`src/hw/rtl/akbd_pkg.sv`:
```
// Shared types, constants and helpers for the additive keystream byte decryptor.
package akbd_pkg;

    localparam int KEY_IDX_W  = 8;
    localparam int KEY_BITS   = 32;

    // Key bytes at or past this index are dropped; the index saturates here.
    localparam logic [KEY_IDX_W-1:0] KEY_BLOCK_BYTES = 8'd187;

    localparam logic [KEY_IDX_W-1:0] KEY_POSITIONS [KEY_BITS] = '{
         8'd20,  8'd52, 8'd111,  8'd10,  8'd27,  8'd71, 8'd142,  8'd53,
         8'd82, 8'd138,   8'd1,  8'd78,  8'd86, 8'd121, 8'd183,  8'd85,
        8'd105, 8'd152,  8'd39, 8'd140, 8'd172,  8'd11,  8'd64, 8'd144,
        8'd155,   8'd6,  8'd71, 8'd163, 8'd186,  8'd49, 8'd126,  8'd43
    };

    // One input item after the input register.
    typedef struct packed {
        logic       mode;
        logic [7:0] data_byte;
        logic       key_start;
        logic       stream_restart;
        logic       block_start;
        logic [1:0] align;
    } item_t;

    // Which bit of the key byte feeds step key bit i.
    function automatic logic [2:0] key_bit_sel(input int unsigned i);
        int unsigned t;
        t = i * 5 + 3;
        return t[2:0];
    endfunction

endpackage

```
`src/hw/rtl/akbd_key_builder.sv`:
```
// Step key assembly from key-material bytes, indexed through the position table.
module akbd_key_builder (
    input  logic                                aclk,
    input  logic                                aresetn,
    input  logic                                key_en,
    input  akbd_pkg::item_t                     item,
    output logic [akbd_pkg::KEY_BITS-1:0]       step_key
);

    logic [akbd_pkg::KEY_BITS-1:0]  step_key_reg, step_key_next;
    logic [akbd_pkg::KEY_IDX_W-1:0] key_idx_reg, key_idx_next;
    logic [akbd_pkg::KEY_BITS-1:0]  key_base;
    logic [akbd_pkg::KEY_IDX_W-1:0] idx_base;

    always_comb begin
        key_base      = item.key_start ? '0 : step_key_reg;
        idx_base      = item.key_start ? '0 : key_idx_reg;
        step_key_next = key_base;
        key_idx_next  = idx_base;
        if (idx_base < akbd_pkg::KEY_BLOCK_BYTES) begin
            for (int i = 0; i < akbd_pkg::KEY_BITS; i++) begin
                if (akbd_pkg::KEY_POSITIONS[i] == idx_base) begin
                    step_key_next[i] = key_base[i] |
                                       item.data_byte[akbd_pkg::key_bit_sel(i)];
                end
            end
            key_idx_next = idx_base + 8'd1;
        end
    end

    always_ff @(posedge aclk) begin
        if (!aresetn) begin
            step_key_reg <= '0;
            key_idx_reg  <= '0;
        end else if (key_en) begin
            step_key_reg <= step_key_next;
            key_idx_reg  <= key_idx_next;
        end
    end

    assign step_key = step_key_reg;

    a_idx_bounded: assert property (@(posedge aclk) disable iff (!aresetn)
        key_idx_reg <= akbd_pkg::KEY_BLOCK_BYTES)
        else $error("key byte index ran past the key block");

    a_key_hold: assert property (@(posedge aclk) disable iff (!aresetn)
        !key_en |=> $stable(step_key_reg) && $stable(key_idx_reg))
        else $error("step key changed without a key item");

    a_key_start_idx: assert property (@(posedge aclk) disable iff (!aresetn)
        key_en && item.key_start |=> key_idx_reg == 8'd1)
        else $error("key start did not restart the byte index");

endmodule

```
`src/hw/rtl/akbd_keystream.sv`:
```
// Keystream counter, word and byte phase; XORs one cipher byte per item.
module akbd_keystream (
    input  logic                                aclk,
    input  logic                                aresetn,
    input  logic                                data_en,
    input  akbd_pkg::item_t                     item,
    input  logic [akbd_pkg::KEY_BITS-1:0]       step_key,
    output logic [7:0]                          plain_byte
);

    logic [31:0] counter_reg, counter_next;
    logic [31:0] word_reg, word_next;
    logic [1:0]  phase_reg, phase_next;
    logic [31:0] ctr_base;
    logic [1:0]  phase_cur;
    logic [31:0] prev_word;
    logic [7:0]  ks_byte;

    always_comb begin
        ctr_base  = item.stream_restart ? step_key : counter_reg;
        phase_cur = item.block_start ? item.align : phase_reg;
        prev_word = ctr_base - step_key;
        word_next    = word_reg;
        counter_next = ctr_base;
        if (item.block_start && item.align != 2'd0) begin
            word_next = prev_word;
        end
        // Phase zero takes a fresh word and advances the counter.
        if (phase_cur == 2'd0) begin
            word_next    = ctr_base;
            counter_next = ctr_base + step_key;
        end
        unique case (phase_cur)
            2'd0: ks_byte = word_next[7:0];
            2'd1: ks_byte = word_next[15:8];
            2'd2: ks_byte = word_next[23:16];
            2'd3: ks_byte = word_next[31:24];
            default: ks_byte = word_next[7:0];
        endcase
        phase_next = phase_cur + 2'd1;
        plain_byte = item.data_byte ^ ks_byte;
    end

    always_ff @(posedge aclk) begin
        if (!aresetn) begin
            counter_reg <= '0;
            word_reg    <= '0;
            phase_reg   <= '0;
        end else if (data_en) begin
            counter_reg <= counter_next;
            word_reg    <= word_next;
            phase_reg   <= phase_next;
        end
    end

    a_phase_runs: assert property (@(posedge aclk) disable iff (!aresetn)
        data_en && !item.block_start |=> phase_reg == $past(phase_reg) + 2'd1)
        else $error("byte phase did not advance");

    a_counter_steps: assert property (@(posedge aclk) disable iff (!aresetn)
        data_en && phase_cur != 2'd0 |=> counter_reg == $past(ctr_base))
        else $error("counter moved in the middle of a word");

    a_hold_idle: assert property (@(posedge aclk) disable iff (!aresetn)
        !data_en |=> $stable(counter_reg) && $stable(word_reg) && $stable(phase_reg))
        else $error("keystream state changed without a cipher item");

endmodule

```
`src/hw/rtl/additive_keystream_byte_decryptor.sv`:
```
// Top level: input register, key builder, keystream unit and output register.
//
// Accepts one item per clock while not stalled. Mode-0 (key) items update the
// step key and give no result; each mode-1 (cipher) item gives one plain
// byte, which passes through the input register and then the output register.
// The step key absorb and the single 32-bit counter add complete in the cycle
// an item leaves the input register, so back-to-back items see the state left
// by their predecessor. Input stalls only while the output holds an untaken
// byte and a cipher item waits behind it.
module additive_keystream_byte_decryptor (
    input  logic        aclk,
    input  logic        aresetn,
    input  logic        s_tvalid,
    output logic        s_tready,
    input  logic [15:0] s_tdata,   // data_byte[7:0], align[9:8], zero[15:10]
    input  logic [3:0]  s_tuser,   // mode[0], key_start[1], stream_restart[2], block_start[3]
    output logic        m_tvalid,
    input  logic        m_tready,
    output logic [7:0]  m_tdata    // plain_byte[7:0]
);

    logic                          in_valid_reg;
    akbd_pkg::item_t               item_reg;
    logic                          out_valid_reg;
    logic [7:0]                    out_data_reg;
    logic                          advance;
    logic                          key_en;
    logic                          data_en;
    logic [akbd_pkg::KEY_BITS-1:0] step_key;
    logic [7:0]                    plain_byte;

    // Key items never need the output register; cipher items wait for room.
    assign advance  = in_valid_reg && (!item_reg.mode || !out_valid_reg || m_tready);
    assign key_en   = advance && !item_reg.mode;
    assign data_en  = advance && item_reg.mode;
    assign s_tready = !in_valid_reg || advance;

    always_ff @(posedge aclk) begin
        if (!aresetn) begin
            in_valid_reg <= 1'b0;
        end else if (s_tready) begin
            in_valid_reg <= s_tvalid;
        end
    end

    always_ff @(posedge aclk) begin
        if (s_tready && s_tvalid) begin
            item_reg.mode           <= s_tuser[0];
            item_reg.data_byte      <= s_tdata[7:0];
            item_reg.key_start      <= s_tuser[1];
            item_reg.stream_restart <= s_tuser[2];
            item_reg.block_start    <= s_tuser[3];
            item_reg.align          <= s_tdata[9:8];
        end
    end

    akbd_key_builder u_key (
        .aclk     (aclk),
        .aresetn  (aresetn),
        .key_en   (key_en),
        .item     (item_reg),
        .step_key (step_key)
    );

    akbd_keystream u_ks (
        .aclk       (aclk),
        .aresetn    (aresetn),
        .data_en    (data_en),
        .item       (item_reg),
        .step_key   (step_key),
        .plain_byte (plain_byte)
    );

    always_ff @(posedge aclk) begin
        if (!aresetn) begin
            out_valid_reg <= 1'b0;
        end else if (data_en) begin
            out_valid_reg <= 1'b1;
        end else if (m_tready) begin
            out_valid_reg <= 1'b0;
        end
    end

    always_ff @(posedge aclk) begin
        if (data_en) begin
            out_data_reg <= plain_byte;
        end
    end

    assign m_tvalid = out_valid_reg;
    assign m_tdata  = out_data_reg;

    a_cipher_gives_result: assert property (@(posedge aclk) disable iff (!aresetn)
        data_en |=> out_valid_reg)
        else $error("cipher item produced no result");

    a_stall_cause: assert property (@(posedge aclk) disable iff (!aresetn)
        !s_tready |-> in_valid_reg && item_reg.mode && out_valid_reg && !m_tready)
        else $error("input stalled without a blocked cipher item");

    a_no_overwrite: assert property (@(posedge aclk) disable iff (!aresetn)
        data_en |-> !out_valid_reg || m_tready)
        else $error("untaken result overwritten");

endmodule

```
`config.mk`:
```
export PLATFORM = sky130hd
export DESIGN_NAME = additive_keystream_byte_decryptor
export DESIGN_NICKNAME = d
export VERILOG_FILES = /design/src/hw/rtl/akbd_pkg.sv /design/src/hw/rtl/akbd_key_builder.sv /design/src/hw/rtl/akbd_keystream.sv /design/src/hw/rtl/additive_keystream_byte_decryptor.sv
export SDC_FILE = /design/constraint.sdc
export NUM_CORES = 1
export LEC_CHECK = 0
export BUFFER_PORTS_ARGS = -buffer_cell sky130_fd_sc_hd__buf_2
export CORE_UTILIZATION = 50
export DETAILED_ROUTE_END_ITERATION = 16
export HOLD_SLACK_MARGIN = 0.1
export PLACE_DENSITY = 0.66
export SLEW_MARGIN = 0
export SYNTH_ARGS = -nofsm -noshare
export SYNTH_HDL_FRONTEND = slang
export SYNTH_SLANG_ARGS = --single-unit
```
`constraint.sdc`:
```
create_clock -name aclk -period 5.5 [get_ports aclk]
set_clock_uncertainty 0.2 [all_clocks]
set_input_delay 0.825 -clock aclk [delete_from_list [all_inputs] [get_ports aclk]]
set_output_delay 0.825 -clock aclk [all_outputs]
set_load 0.02 [all_outputs]
```
* Yosys cells after proc, flatten, opt, wreduce, memory -nomap -nowiden
Cells that the tools add are included.
** Word-level totals
- Bits in registers :: 130
- Word-level logic and storage cells :: 144
- Output and inout port bits :: 10
- Bits of input ports :: 24
** Operators by class
- $lt $le $gt $ge :: 1
- Mux-type cells :: 44
- $add $sub $neg :: 4
- Equality and inequality tests :: 34
- Bitwise operators :: 33
- Reduce and logical (&&, ||, !) cells :: 14
** Operator list (count)
- 2-to-1 mux 32 bit :: 6
- == test 7 x 8 -> 1 bit, first input constant :: 10
- == test 8 bit, first input constant :: 10
- == test 6 x 8 -> 1 bit, first input constant :: 5
- 2-to-1 mux 1 bit :: 34
- adder 32 bit :: 1
- bitwise OR 1 bit :: 32
- case mux 8 bit (4 select lines) :: 1
- subtractor 32 bit :: 1
- == test 4 x 8 -> 1 bit, first input constant :: 2
- == test 5 x 8 -> 1 bit, first input constant :: 2
- 2-to-1 mux 8 bit :: 2
- adder 8 x 1 -> 8 bit, second input constant :: 1
- == test 1 x 8 -> 1 bit, first input constant :: 1
- == test 3 x 8 -> 1 bit, first input constant :: 1
- less-than comparator 8 bit, second input constant :: 1
- XOR 8 bit :: 1
- logical AND 1 bit :: 5
- == test 2 bit, second input constant :: 2
- nonzero test 2 bit :: 2
- logical NOT 1 bit :: 3
- logical OR 1 bit :: 3
- adder 2 x 1 -> 2 bit, second input constant :: 1
- == test 2 x 1 -> 1 bit, second input constant :: 1
- 2 further kinds :: 2

* Depth between registers and ports, before layout
- Depth in word-level cells :: 6
- Depth in mapped cells :: 16
- Gate-level depth less buffers :: 14

* Cells and area by module
From an unflattened synthesis, not the netlist that was laid out.
** Second synthesis, totals
- Cell total of the unflattened synthesis :: 1252
- Area total of the unflattened synthesis :: 9815.7 sq um
** By module, submodules not included
- akbd_keystream :: cells an instance 968, times used 1, sequential area each 1161.1 sq um, area an instance 7036.7 sq um
- akbd_key_builder :: cells an instance 251, times used 1, sequential area each 800.8 sq um, area an instance 2004.4 sq um
- additive_keystream_byte_decryptor :: cells an instance 33, times used 1, sequential area each 700.7 sq um, area an instance 774.5 sq um

* Worst setup path after synthesis
No wires, ideal clock.
- Kind :: register to register
- Start point :: reg item_reg[3] in the netlist's numbering
- End point :: reg out_data_reg[4], in the netlist m_tdata[4], data pin
- Data arrival time :: 4169 ps
- Stages on the path, launching flop included :: 17
- Setup time :: 261 ps
- Path slack :: 870 ps
- Cell sequence :: edfxtp_1 > clkbuf_1 > clkbuf_1 > clkbuf_1 > mux2i_1 > inv_1 > ha_1 > buf_6 > a21o_2 > a311o_1 > a2111o_1 > o21ai_0 > o221ai_1 > xnor2_1 > o21ai_1 > a311o_1 > a311o_1
** On the way
- Cells in the longest elaborated chain, start to end :: 6
** RTL lines
- start, declared :: RTL line additive_keystream_byte_decryptor.sv:23 : akbd_pkg::item_t item_reg;
- 2-to-1 mux 32 bit * :: RTL line akbd_keystream.sv:20 : ctr_base = item.stream_restart ? step_key : counter_reg;
- subtractor 32 bit :: RTL line akbd_keystream.sv:22 : prev_word = ctr_base - step_key;
- 2-to-1 mux 32 bit :: RTL line akbd_keystream.sv:25 : if (item.block_start && item.align != 2'd0) begin
- 2-to-1 mux 32 bit * :: RTL line akbd_keystream.sv:29 : if (phase_cur == 2'd0) begin
- case mux 8 bit (4 select lines) * :: RTL line akbd_keystream.sv:33 : unique case (phase_cur)
- XOR 8 bit * :: RTL line akbd_keystream.sv:41 : plain_byte = item.data_byte ^ ks_byte;
- net plain_byte[4] :: RTL line additive_keystream_byte_decryptor.sv:30 : logic [7:0] plain_byte;
- end signal, assigned :: RTL line additive_keystream_byte_decryptor.sv:86 : out_data_reg <= plain_byte;
- end, declared :: RTL line additive_keystream_byte_decryptor.sv:25 : logic [7:0] out_data_reg;
Mark *: on every way through the listed nets, which the timed path passes. The rest lies on a longest branch.
A chain may end at the register's enable or synchronous reset.

* Final worst setup path
- Start point :: reg item_reg[3] in the netlist's numbering
- End point :: reg out_data_reg[3], in the netlist m_tdata[3], data pin
Same word-level chain as after synthesis.

==> impl_metrics.py <==
metrics = {
    "run_status": {
        "status": "complete, no violations",
    },
    "timing": {
        "rsz0062_at_grt": "no",
        "setup_tns_ns": 0,
        "period_share_pct": 91.0,
        "setup_viol": 0,
        "hold_viol": 0,
        "slew_headroom_pct": 23.2,
        "clock.fmax_ghz": 0.200,
        "drv_slew": 0,
        "worst_pin_slew_ns": 1.15,
        "min_period_ns": 5.00,
    },
    "clock_tree": {
        "clk_pin_slew_worst_paths_ns": 0.06,
        "clkSinkCount": 122,
        "clk_latency_ns": 0.43,
        "clock_path_buffers": 2,
        "hold_buffers": 0,
        "post_cts_buffers": 0,
        "ctsHtreeMaxLevel": 4,
        "clockRootBuffer": "clkbuf_16",
        "cts_resized": 0,
        "cts_buffers": 17,
        "cts_tree": "done",
    },
    "placed_design": {
        "gp_congestion": 0.973,
        "placed_cells": 1529,
        "dp_hpwl_um": 23500,
        "portBuffers": 27,
    },
    "global_route": {
        "grt_max_degree": 57,
        "grt_use_total_pct": 32.1,
        "overflow": 0,
        "grt_pass1_wl_um": 50300,
        "grt_pass1_vias": 8999,
        "antenna_found_initial": 0,
    },
    "power_and_ir_drop": {
        "p_sw_share_pct": 30.7,
        "power_frac_comb_pct": 16.1,
        "p_int_mw": 1.71,
        "power_frac_clock_pct": 45.1,
        "switchingPower_mw": 0.756,
        "p_per_area_nw_per_um2": 229,
        "finalPower_mw": 2.46,
        "p_leak_nw": 4.46,
        "power_frac_seq_pct": 38.8,
        "ir_drop_v": 0.000260,
    },
    "critical_path": {
        "crit_path_end_kind": "register",
        "crit_family": "simple AND/OR/NAND/NOR gates",
        "reg2reg_from": "item_reg[3]$_DFFE_PP_",
        "arrival_ns": 4.95,
        "crit_path_top_delay_cell": "edfxtp_1",
        "critPathRequiredTime_ns": 5.44,
        "cp_cell_sequence": "buf_12, mux2_2, ha_1, nand2_1, or3_1, a2111o_1, and3_1, a211oi_1, o22a_1, mux2i_1, nor4b_1",
        "critical_path_buf_inv_count": 1,
        "slowest_delay_ns": 0.74,
        "startpoint": "item_reg[3]$_DFFE_PP_",
        "cp-start-kind": "register",
        "criticalPathCategory": "register to register",
        "cp_max_fo": 24,
    },
    "worst_hold_path": {
        "min_path_type": "register to register",
        "min_from": "u_ks.counter_reg[2]$_SDFFE_PN0P_",
    },
    "floorplan": {
        "dieWidth_um": 143,
        "die_area_um2": 20500,
        "die_y_um": 143,
        "core_um2": 19500,
        "io_pins": 34,
        "num_rows": 51,
        "start_util_pct": 51.1,
    },
    "routing": {
        "dr.pass1.iters": 7,
        "ant_nets": 0,
        "num_vias": 9794,
        "drtIter0Drc": 874,
        "vias_per_cell": 6.27,
        "drt_wl_total_um": 32100,
        "drc": 0,
        "wl_per_cell_um": 20.6,
    },
    "cells_and_area": {
        "instances_no_fill": 1561,
        "fin_nets": 1381,
        "final_common_cell": "nor2_1",
        "drive_gt1_share_pct": 10.6,
        "mostFrequentLayoutCells": "nor2_1 (131), a21oi_1 (130), nand2_1 (110)",
        "n_antenna_cell": 0,
        "final_util_pct": 55.1,
        "syn_to_final_growth_pct": 7.70,
    },
    "yosys": {
        "syn_avg_cell_area_um2": 7.66,
        "async_flop_share_pct": 0,
        "synth_compound_area_share_pct": 25.2,
        "synth_top_flop_cell": "dfxtp_1",
        "syn-cell-area_um2": 9980,
        "muxShareOfSynthArea_pct": 5.33,
        "ys_seq_elements": 122,
        "synth_nets": 1402,
        "yosys_warnings": 0,
        "synth_edf_count": 22,
        "synth_top_family_by_area": "compound AO/OA/AOI/OAI gates",
        "synthXorXnorAreaFrac_pct": 3.86,
        "synthSimpleGateAreaFrac_pct": 22.0,
        "synthAdderAreaFrac_pct": 9.42,
        "postSynthCellCount": 1304,
        "synth-seq-area-share_pct": 26.7,
        "synth_cell_types": 79,
    },
    "run": {
        "cap_violations": 0,
    },
}
-- worst paths after layout --
kind	slack (ns)	end	cells after the start
worst min-delay path	0.25	u_ks.counter_reg[2]$_SDFFE_PN0P_	2
worst max register to register	0.50	m_tdata[3]$_DFFE_PP_	11
worst max-delay path	0.50	m_tdata[3]$_DFFE_PP_	11
worst min register to register	0.25	u_ks.counter_reg[2]$_SDFFE_PN0P_	2
-- area by class of cell --
type                            instances  area (um2)
Tap cell                              265         332
Clock inverter                         14         138
Inverter                               85         319
Sequential cell                       122        2660
Clock buffer                           18         429
Multi-Input combinational cell       1010        6570
Fill cell                            1896        8770
Timing Repair Buffer                   47         298
-- per-layer routing --
metal,GRT usage [%],part of all wire (%)
met1,43.5,45
met2,52.1,45
met4,11.0,2.7
met3,4.63,6.9
met5,0,0
-- cell families (layout without fill, tap and decap cells) --
family	after synthesis	in the layout
simple gates	454	454
compound gates	388	388
buf+inv	172	164
flops	122	122
fa+ha+maj	74	74
mux	50	50
xor+xnor	44	44
-- metrics by stage --
step / area, um2 / worst slack [ns] / hold WS, ns
2_1_floorplan: 9980 / 0.870 / 0.229
3_3_place_gp: 10200 / 0.651 / 0.239
3_5_place_dp: 10200 / 0.657 / 0.248
4_1_cts: 10800 / 0.594 / 0.257
5_1_grt: 10800 / 0.283 / 0.269
6_report: 10800 / 0.498 / 0.251
-- power by group through the flow --
stage / combinational, mW / sequential (mW) / clock (mW)
3_5_place_dp: 0.384 / 0.974 / 0
2_1_floorplan: 0.281 / 0.968 / 0
5_1_grt: 0.426 / 0.957 / 1.15
3_3_place_gp: 0.383 / 0.974 / 0
4_1_cts: 0.387 / 0.955 / 1.12
6_report: 0.397 / 0.955 / 1.11
-- synth_stat cells, types with 11 or more instances --
cell type,count,area (um2)
nor4_1,17,106
a21o_1,14,105
o21ai_0,71,355
dfxtp_1,100,2000
or3_1,11,68.8
mux2i_1,25,250
edfxtp_1,22,661
nand2b_1,14,87.6
nand4_1,26,163
and3_1,12,75.1
inv_1,84,315
a211oi_1,18,135
o21bai_1,11,82.6
o31ai_1,13,97.6
nand2_1,110,413
clkbuf_1,59,221
nor2_1,131,492
a22oi_1,14,105
mux2_2,25,282
nor3_1,32,160
o22ai_1,11,68.8
nand3_1,45,225
a21oi_1,130,651
buf_1,11,41.3
ha_1,72,901
xnor2_1,36,315
or2_2,11,68.8
-- worst register-to-register path, delay by kind of cell, from the launching register on --
family          cells  cell delay, ns
simple gates        4            1.49
compound gates      3            0.91
flops               1            0.74
fa+ha+maj           1            0.58
mux                 2            0.51
buf+inv             1            0.28
(Power assumes the default switching activity.)
